===== src/rtl/core/spb_ram.sv =====
// single write port, single read port memory with registered read data
`default_nettype none
module spb_ram #(
  parameter int DEPTH = 64,
  parameter int DW    = 8,
  parameter int AW    = (DEPTH > 1) ? $clog2(DEPTH) : 1
) (
  input  wire logic          clk,
  input  wire logic          we,
  input  wire logic [AW-1:0] waddr,
  input  wire logic [DW-1:0] wdata,
  input  wire logic [AW-1:0] raddr,
  output logic      [DW-1:0] rdata
);
  logic [DW-1:0] mem [DEPTH];

  always_ff @(posedge clk) begin
    if (we) begin
      mem[waddr] <= wdata;
    end
    rdata <= mem[raddr];
  end
endmodule
`default_nettype wire


===== config.mk =====
export PLATFORM = sky130hd
export DESIGN_NAME = spb_ram
export DESIGN_NICKNAME = d
export VERILOG_FILES = /design/src/rtl/core/spb_ram.sv
export SDC_FILE = /design/constraint.sdc
export NUM_CORES = 1
export LEC_CHECK = 0
export BUFFER_PORTS_ARGS = -buffer_cell sky130_fd_sc_hd__buf_2
export CAP_MARGIN = 20
export CORE_MARGIN = 2
export CORE_UTILIZATION = 35
export CTS_CLUSTER_SIZE = 25
export DETAILED_ROUTE_END_ITERATION = 8
export GPL_TIMING_DRIVEN = 0
export PLACE_DENSITY_LB_ADDON = 0.1
export RECOVER_POWER = 100
export SYNTH_ARGS = -nofsm -noshare
export SYNTH_HDL_FRONTEND = slang
export SYNTH_SLANG_ARGS = --single-unit

===== constraint.sdc =====
create_clock -name clk -period 5.6 [get_ports clk]
set_input_delay 0.28 -clock clk [delete_from_list [all_inputs] [get_ports clk]]
set_output_delay 0.28 -clock clk [all_outputs]
set_load 0.02 [all_outputs]

== After elaboration in Yosys (flattened, before gate mapping) ==
Memory sizes are Yosys's and may differ from the RTL's. A register that Yosys moved wholly into a read port is not among the register bits.
Index checks and enable logic that the tools add are counted.

* Bits in registers: 0
* Latch bits: 0
* Memory bits (writable): 512
* Memory bits (read-only): 0
* Bits of input ports: 22
* Logic and storage cells: 3
* Memories kept: 1

{| class="wikitable"
|+ Memories
! name !! words !! width !! read ports !! clocked after Yosys merged registers in !! write ports !! RTL line !! source
|-
| mem || 64 || 8 || 1 || 1 || 1 || 15 || <nowiki>logic [DW-1:0] mem [DEPTH];</nowiki>
|}

* Add/subtract/negate cells: 0
* $mul: 0
* Div/mod/pow operators: 0
* Magnitude comparators: 0
* Eq/ne operators: 0
* Shift-type cells: 0
* Multiplexer cells: 2
* Bitwise logic cells: 0
* Reductions and logical operators: 0

{| class="wikitable"
|+ Operators by type and width
! operator !! count
|-
| 1-bit two-way mux || 2
|}

== Depth between registers and ports, before layout ==
Gate-level depths: netlist (run 1).

* Word-level depth: 2
* Depth in mapped cells: 9

== Worst setup path after synthesis (run 1) ==
No wires, ideal clock.

* Path type: input to register
* From: input port raddr[1]
* To: register rdata[3] (read register of mem)
* Library setup time: 0.128 ns
* Arrival time: 1.820 ns
* Data required time: 5.472 ns
* Path slack: 3.652 ns
* Stages: 7
* Buffers on the path: 3
* Cell sequence: buf_4 -> buf_2 -> buf_2 -> mux4_2 -> mux4_2 -> o21ai_1 -> o41ai_1

{| class="wikitable"
|+ RTL lines
! item !! RTL line !! source
|-
| start, declared || 12 || <nowiki>input wire logic [AW-1:0] raddr,</nowiki>
|-
| end, declared || 13 || <nowiki>output logic [DW-1:0] rdata</nowiki>
|}

==> results of run 1 <==
## critical path, delay by kind of cell
kind	cells	cell delay (ps)
compound gates	3	1240
buf+inv	4	2760
## power by group through the flow
stage | Sequential (uW) | Clock [uW] | Combinational, uW
after floorplan | 4410 | 0 | 230
after detailed placement | 4400 | 0 | 474
after global placement | 4400 | 0 | 456
final | 4320 | 3600 | 453
after global routing | 4320 | 3820 | 481
after CTS | 4320 | 3680 | 474
## worst max-delay path by stage
stage | start | to | slack (ps) | cells after the start
final | raddr[2] | rdata[3] | 1700 | 7
after global routing | raddr[2] | rdata[3] | 1530 | 7
after CTS | raddr[2] | rdata[3] | 2770 | 7
after detailed placement | raddr[2] | rdata[3] | 2140 | 7
after global placement | raddr[1] | rdata[7] | 2120 | 8
after floorplan | raddr[1] | rdata[3] | 3650 | 7
## layer usage
metal / GRT usage, % / vias up / wire length [um]
met1: 27.56 / 5308 / 25420
met2: 29.08 / 273 / 25450
met4: 5.165 / 0 / 1340
met3: 2.996 / 74 / 2626
li1: - / 4116 / -
met5: 0 / - / 0
## through the flow
step	instances	power, uW
3_3_place_gp	1717	4855
4_1_cts	1825	8466
5_1_grt	1826	8622
6_report	1826	8374
3_5_place_dp	1727	4872
2_1_floorplan	940	4636
## layout make-up
type | instances | area (um2)
fillers | 5082 | 33710
flip-flops and latches | 520 | 15530
multi-input cells | 369 | 4315
clock buffers | 78 | 1545
well taps | 756 | 945.9
plain buffers | 51 | 310.3
clock inverters | 20 | 215.2
repair buffers | 32 | 135.1
## cells by family after synthesis
family,Yosys count,share of synthesized area [%]
AO/OA/AOI/OAI,54,2.072
buffers and inverters,51,1.570
flip-flops,520,77.03
multiplexers,162,15.94
AND/OR/NAND/NOR,153,3.387
## state kept, by name, indices dropped and copies added (netlist names)
name,cells
mem,512
rdata,8
## cells in the final DEF (no fill, tap or decap), drive strengths merged, types with 4 or more instances in the layout
master	n
nand3	13
a221oi	6
mux2	13
o21ai	4
bufinv	5
dfxtp	8
edfxtp	512
mux4	126
nand2	19
mux2i	23
clkbuf	126
buf	35
nor2b	14
a211oi	4
o22ai	8
clkinv	15
o221ai	8
nand2b	7
nor3	7
nor2	83
==> results.sh, run 1 <==
export IMPL_outcome="finished with violations"
export IMPL_violations="max-capacitance violations, max-slew violations"
export IMPL_die_x_um=244.0
export IMPL_hold_class="input pin to register"
export IMPL_cts_root_buffer_cell="clkbuf_16"
export IMPL_whs_ps=111.3
export IMPL_max_slew_margin_rel_pct=-56.94
export IMPL_clock_tree_htree_level_count=2
export IMPL_switchingPower_uw=1778
export IMPL_die_area_um2=59560
export IMPL_hold_path_startpoint="raddr[5]"
export IMPL_grt_ovfl_total=0
export IMPL_seq_power_share_pct=51.6
export IMPL_synth_most_common_cell="edfxtp_1"
export IMPL_worst_endpoint_required_ps=6010
export IMPL_timing_final_setup_violations=0
export IMPL_route_final_wire_length_mm=54.84
export IMPL_p_clk_share_pct=43.0
export IMPL_power_per_cell_area_nw_per_um2=364.1
export IMPL_final_cell_area_um2=23000
export IMPL_switching_portion_of_total_power_pct=21.23
export IMPL_holdPathEnd="rdata[5]"
export IMPL_tritoncts_num_sinks=520
export IMPL_yosysTopAreaCellShare_pct=76.24
export IMPL_finalWorstPathRequiredPeriod_ps=3904
export IMPL_synth_sequential_area_ratio_pct=77.03
export IMPL_power_report_internal_total_uw=6596
export IMPL_cap_violations=12
export IMPL_largest_fanout_on_the_critical_path=10
export IMPL_grt_start_max_net_pins=65
export IMPL_synthDistinctLibCells=40
export IMPL_grt_pass1_vias=10150
export IMPL_ys_seq_elements=520
export IMPL_num_nets_final=1051
export IMPL_post_synth_top_area_cell="edfxtp_1"
export IMPL_synth_enable_flop_cells=512
export IMPL_max_stage_delay_ps=1000
export IMPL_skew_final_ps=23.34
export IMPL_setup_repair_after_global_routing_missed_its_margin="no"
export IMPL_place_ws_ps=2141
export IMPL_yosys_most_used_dff="edfxtp_1"
export IMPL_netlist_top_cells_count="edfxtp_1, mux4_2, nor2_1, mux2i_1, nand2_1"
export IMPL_crit_arrival_ps=4310
export IMPL_critical_path_cell_chain="clkbuf_1 -> clkbuf_1 -> clkbuf_1 -> clkbuf_1 -> o221ai_1 -> o21a_1 -> o41ai_1"
export IMPL_grt_pass1_wl_mm=78.15
export IMPL_synthesis_area_um2=20170
export IMPL_peakVddDrop_mv=0.2228
export IMPL_power_leakage_uw=0.007029
export IMPL_clock_fmax_mhz=256.2
export IMPL_worstHoldPathCells=2
export IMPL_clkTransAtPathRegs_ps=60
export IMPL_timing_critical_path_to_type="register"
export IMPL_layout_area_overhead_vs_synth_pct=14.06
export IMPL_share_comb_of_total_power_pct=5.4
export IMPL_synth_top_cells_by_area="edfxtp_1, mux4_2, nor2_1, mux2i_1, dfxtp_1"
export IMPL_synth_async_sr_flop_share_pct=0
export IMPL_first_iter_violations=886
export IMPL_crit_type="input pin to register"
export IMPL_initial_core_util_pct=35.56
export IMPL_num_vias=9771
export IMPL_start_kind="input pin"
export IMPL_dr_pass1_iters=5
export IMPL_critical_path_top_cell_by_count="clkbuf_1"
export IMPL_critical_path_reg2reg_endpoint="rdata[5]"
export IMPL_place_hpwl_mm=36.39
export IMPL_cts_tree="built"
export IMPL_worst_slew_pin_slew_ps=2354
export IMPL_setup_slack_ps=1696
export IMPL_detailed_place_area_um2=21390
export IMPL_final_layout_size_suffix_gt1_share_pct=22.90
export IMPL_netlist_instances=940
export IMPL_post_route_period_util_pct=69.71
export IMPL_place_port_buffers=21
export IMPL_timing_final_max_slew_violations=433
export IMPL_yosys_warnings=0
export IMPL_cts_resized=0
export IMPL_r2r_start="mem[3][5]"
export IMPL_critical_path_cell_with_the_highest_stage_delay="clkbuf_1"
export IMPL_core_region_area_um2=56710
export IMPL_worst_r2r_path_depth=4
export IMPL_design_portCount=30
export IMPL_post_cts_hold_buffer_count=0
export IMPL_final_setup_tns_ps=0
export IMPL_grt_usage_pct=18.77
export IMPL_routed_via_density=5.351
export IMPL_drt_drc_violations_left=0
export IMPL_insertion_delay_ps=600
export IMPL_cts_path_max_buffers=3
export IMPL_cts_made_buffers=55
export IMPL_gp_congestion=0.8096
export IMPL_timing_reg2reg_setup_slack_ps=3290
export IMPL_avgRoutedWirePerCell_um=30.03
export IMPL_avgSynthCellArea_um2=21.45
export IMPL_finalHoldViolations=0
export IMPL_row_count=87
export IMPL_detail_route_antenna_nets=0
export IMPL_post_cts_setup_buffer_count=0
export IMPL_number_of_antenna_violations_at_the_first_check_in_global_routing=2
export IMPL_final_util_pct=40.56
export IMPL_syn_nets=962
export IMPL_antenna_cells=0
export IMPL_die_y_um=244.0
No activity file was read; power rests on OpenSTA's default activity.
==> run 2: changes to the inputs <==
==> constraint.sdc (replaced) <==
create_clock -name clk -period 3.9 [get_ports clk]
set_input_delay 0.195 -clock clk [delete_from_list [all_inputs] [get_ports clk]]
set_output_delay 0.195 -clock clk [all_outputs]
set_load 0.02 [all_outputs]
==> run 2 against run 1 <==
The run still ends with max-capacitance violations, max-slew violations left. Design area barely moved. Power rose by 44%. Worst hold slack better by 56 ps. Utilization about the same. Critical path depth did not move. Register-to-register slack lost 1700 ps. Sequential share of layout area is essentially flat. Clock skew down 0.52 ps. First-iteration DRC count rose by 1.7%.
==> results.sh, run 2 (same netlist as run 1, synthesis figures left out) <==
export IMPL_grt_ovfl_total=0
export IMPL_crit_arrival_ps=3550
export IMPL_power_report_internal_total_uw=9473
export IMPL_final_cell_area_um2=23020
export IMPL_design_portCount=30
export IMPL_p_clk_share_pct=43.0
export IMPL_max_slew_margin_rel_pct=-58.41
export IMPL_grt_start_max_net_pins=65
export IMPL_share_comb_of_total_power_pct=5.4
export IMPL_detail_route_antenna_nets=0
export IMPL_power_per_cell_area_nw_per_um2=522.5
export IMPL_grt_pass1_vias=10150
export IMPL_largest_reg_flops=512
export IMPL_hold_class="input pin to register"
export IMPL_start_kind="input pin"
export IMPL_critical_path_cell_chain="buf_2 -> buf_4 -> clkbuf_1 -> clkbuf_1 -> o221ai_1 -> o21a_1 -> o41ai_1"
export IMPL_critical_path_cell_with_the_highest_stage_delay="clkbuf_1"
export IMPL_seq_power_share_pct=51.6
export IMPL_setup_repair_after_global_routing_missed_its_margin="no"
export IMPL_post_route_period_util_pct=80.38
export IMPL_dr_pass1_iters=5
export IMPL_grt_usage_pct=18.77
export IMPL_power_leakage_uw=0.007039
export IMPL_peakVddDrop_mv=0.3192
export IMPL_skew_final_ps=22.81
export IMPL_antenna_cells=0
export IMPL_tritoncts_num_sinks=520
export IMPL_first_iter_violations=901
export IMPL_most_common_cell_after_layout_fill_and_taps_aside="edfxtp_1"
export IMPL_outcome="finished with violations"
export IMPL_cts_path_max_buffers=3
export IMPL_timing_critical_path_to_type="register"
export IMPL_drt_drc_violations_left=0
export IMPL_row_count=87
export IMPL_num_nets_final=1052
export IMPL_timing_final_setup_violations=0
export IMPL_number_of_antenna_violations_at_the_first_check_in_global_routing=1
export IMPL_critical_path_top_cell_by_count="clkbuf_1"
export IMPL_die_y_um=244.0
export IMPL_place_port_buffers=21
export IMPL_timing_final_max_slew_violations=432
export IMPL_switching_portion_of_total_power_pct=21.24
export IMPL_cts_resized=0
export IMPL_worst_endpoint_required_ps=4310
export IMPL_mostFrequentLayoutCells="edfxtp_1, mux4_2, nor2_1, clkbuf_1, clkbuf_16"
export IMPL_num_vias=9774
export IMPL_placedCellCount=1727
export IMPL_worst_slew_pin_slew_ps=2376
export IMPL_initial_core_util_pct=35.56
export IMPL_gp_congestion=0.8096
export IMPL_final_setup_tns_ps=0
export IMPL_clkTransAtPathRegs_ps=60
export IMPL_finalWorstPathRequiredPeriod_ps=3135
export IMPL_cap_violations=12
export IMPL_reg_top3="mem x512, rdata x8"
export IMPL_stdcell_count=1827
export IMPL_avgRoutedWirePerCell_um=30.09
export IMPL_place_hpwl_mm=36.39
export IMPL_violations="max-capacitance violations, max-slew violations"
export IMPL_clock_tree_htree_level_count=2
export IMPL_grt_pass1_wl_mm=78.16
export IMPL_die_area_um2=59560
export IMPL_routed_via_density=5.350
export IMPL_die_x_um=244.0
export IMPL_layout_area_overhead_vs_synth_pct=14.13
export IMPL_final_layout_size_suffix_gt1_share_pct=23.06
export IMPL_finalHoldViolations=0
export IMPL_route_final_wire_length_mm=54.98
export IMPL_cts_root_buffer_cell="clkbuf_16"
export IMPL_switchingPower_uw=2554
export IMPL_insertion_delay_ps=600
export IMPL_regMostFlops="mem"
export IMPL_cts_tree="built"
export IMPL_crit_type="input pin to register"
export IMPL_core_region_area_um2=56710
export IMPL_clock_fmax_mhz=319.0
export IMPL_detailed_place_area_um2=21390
export IMPL_max_stage_delay_ps=980
export IMPL_largest_fanout_on_the_critical_path=10
export IMPL_cts_made_buffers=55
run 2: cell count changes in the layout (fill, tap and decap cells not counted), sizes merged:
cell,before,now
buf,35,37
clkbuf,126,124
dlygate4sd3,0,1
run 2: repair_timing:
action / 4_1_cts / 5_1_grt
buffers inserted: 0 / 0
hold endpoints to repair: 1 / 0
hold buffers: 1 / 0
run 2: layout make-up:
| type | instances | area, um2 |
|---|---|---|
| Buffer | 51 | 315.3 |
| Clock buffer | 78 | 1545 |
| Clock inverter | 20 | 215.2 |
| Fill cell | 5079 | 33700 |
| Multi-Input combinational cell | 369 | 4315 |
| Sequential cell | 520 | 15530 |
| Tap cell | 756 | 945.9 |
| Timing Repair Buffer | 33 | 145.1 |
run 2: power by group through the flow:
stage | logic (uW) | clock network [uW] | registers [uW]
5_1_grt | 693 | 5480 | 6200
3_3_place_gp | 655 | 0 | 6320
3_5_place_dp | 680 | 0 | 6310
6_report | 654 | 5170 | 6200
2_1_floorplan | 330 | 0 | 6330
4_1_cts | 682 | 5280 | 6200
run 2: path summary, 6_finish.rpt:
path	startpoint	endpoint	slack (ps)	cells past startpoint
setup / recovery	raddr[2]	rdata[3]	770	7
hold / removal	wdata[7]	mem[34][7]	170	1
hold reg to reg	mem[7][7]	rdata[7]	980	4
setup reg to reg	mem[3][3]	rdata[3]	1610	4
run 2: stage by stage:
stage / util (%) / worst slack (ps) / hold slack, ps / power (uW)
final: 40.59 / 765.2 / 167.0 / 12030
after global routing: 40.59 / 567.0 / 226.4 / 12380
after CTS: 40.83 / 1158 / 115.2 / 12160
after detailed placement: 37.71 / 525.7 / 612.7 / 6995
after global placement: 37.41 / 509.8 / 616.2 / 6972
after floorplan: - / 2037 / 293.9 / 6656
run 2: worst max-delay path, delay by kind of cell:
kind / cells / cell delay [ps]
AO/OA/AOI/OAI: 3 / 1160
buffers and inverters: 4 / 2140
run 2: per-layer routing:
metal	global-route usage [%]	wire, um	up-vias
li1	-	-	4113
met1	27.56	25540	5326
met2	29.08	25570	265
met3	2.996	2579	70
met4	5.165	1292	0
met5	0	0	-
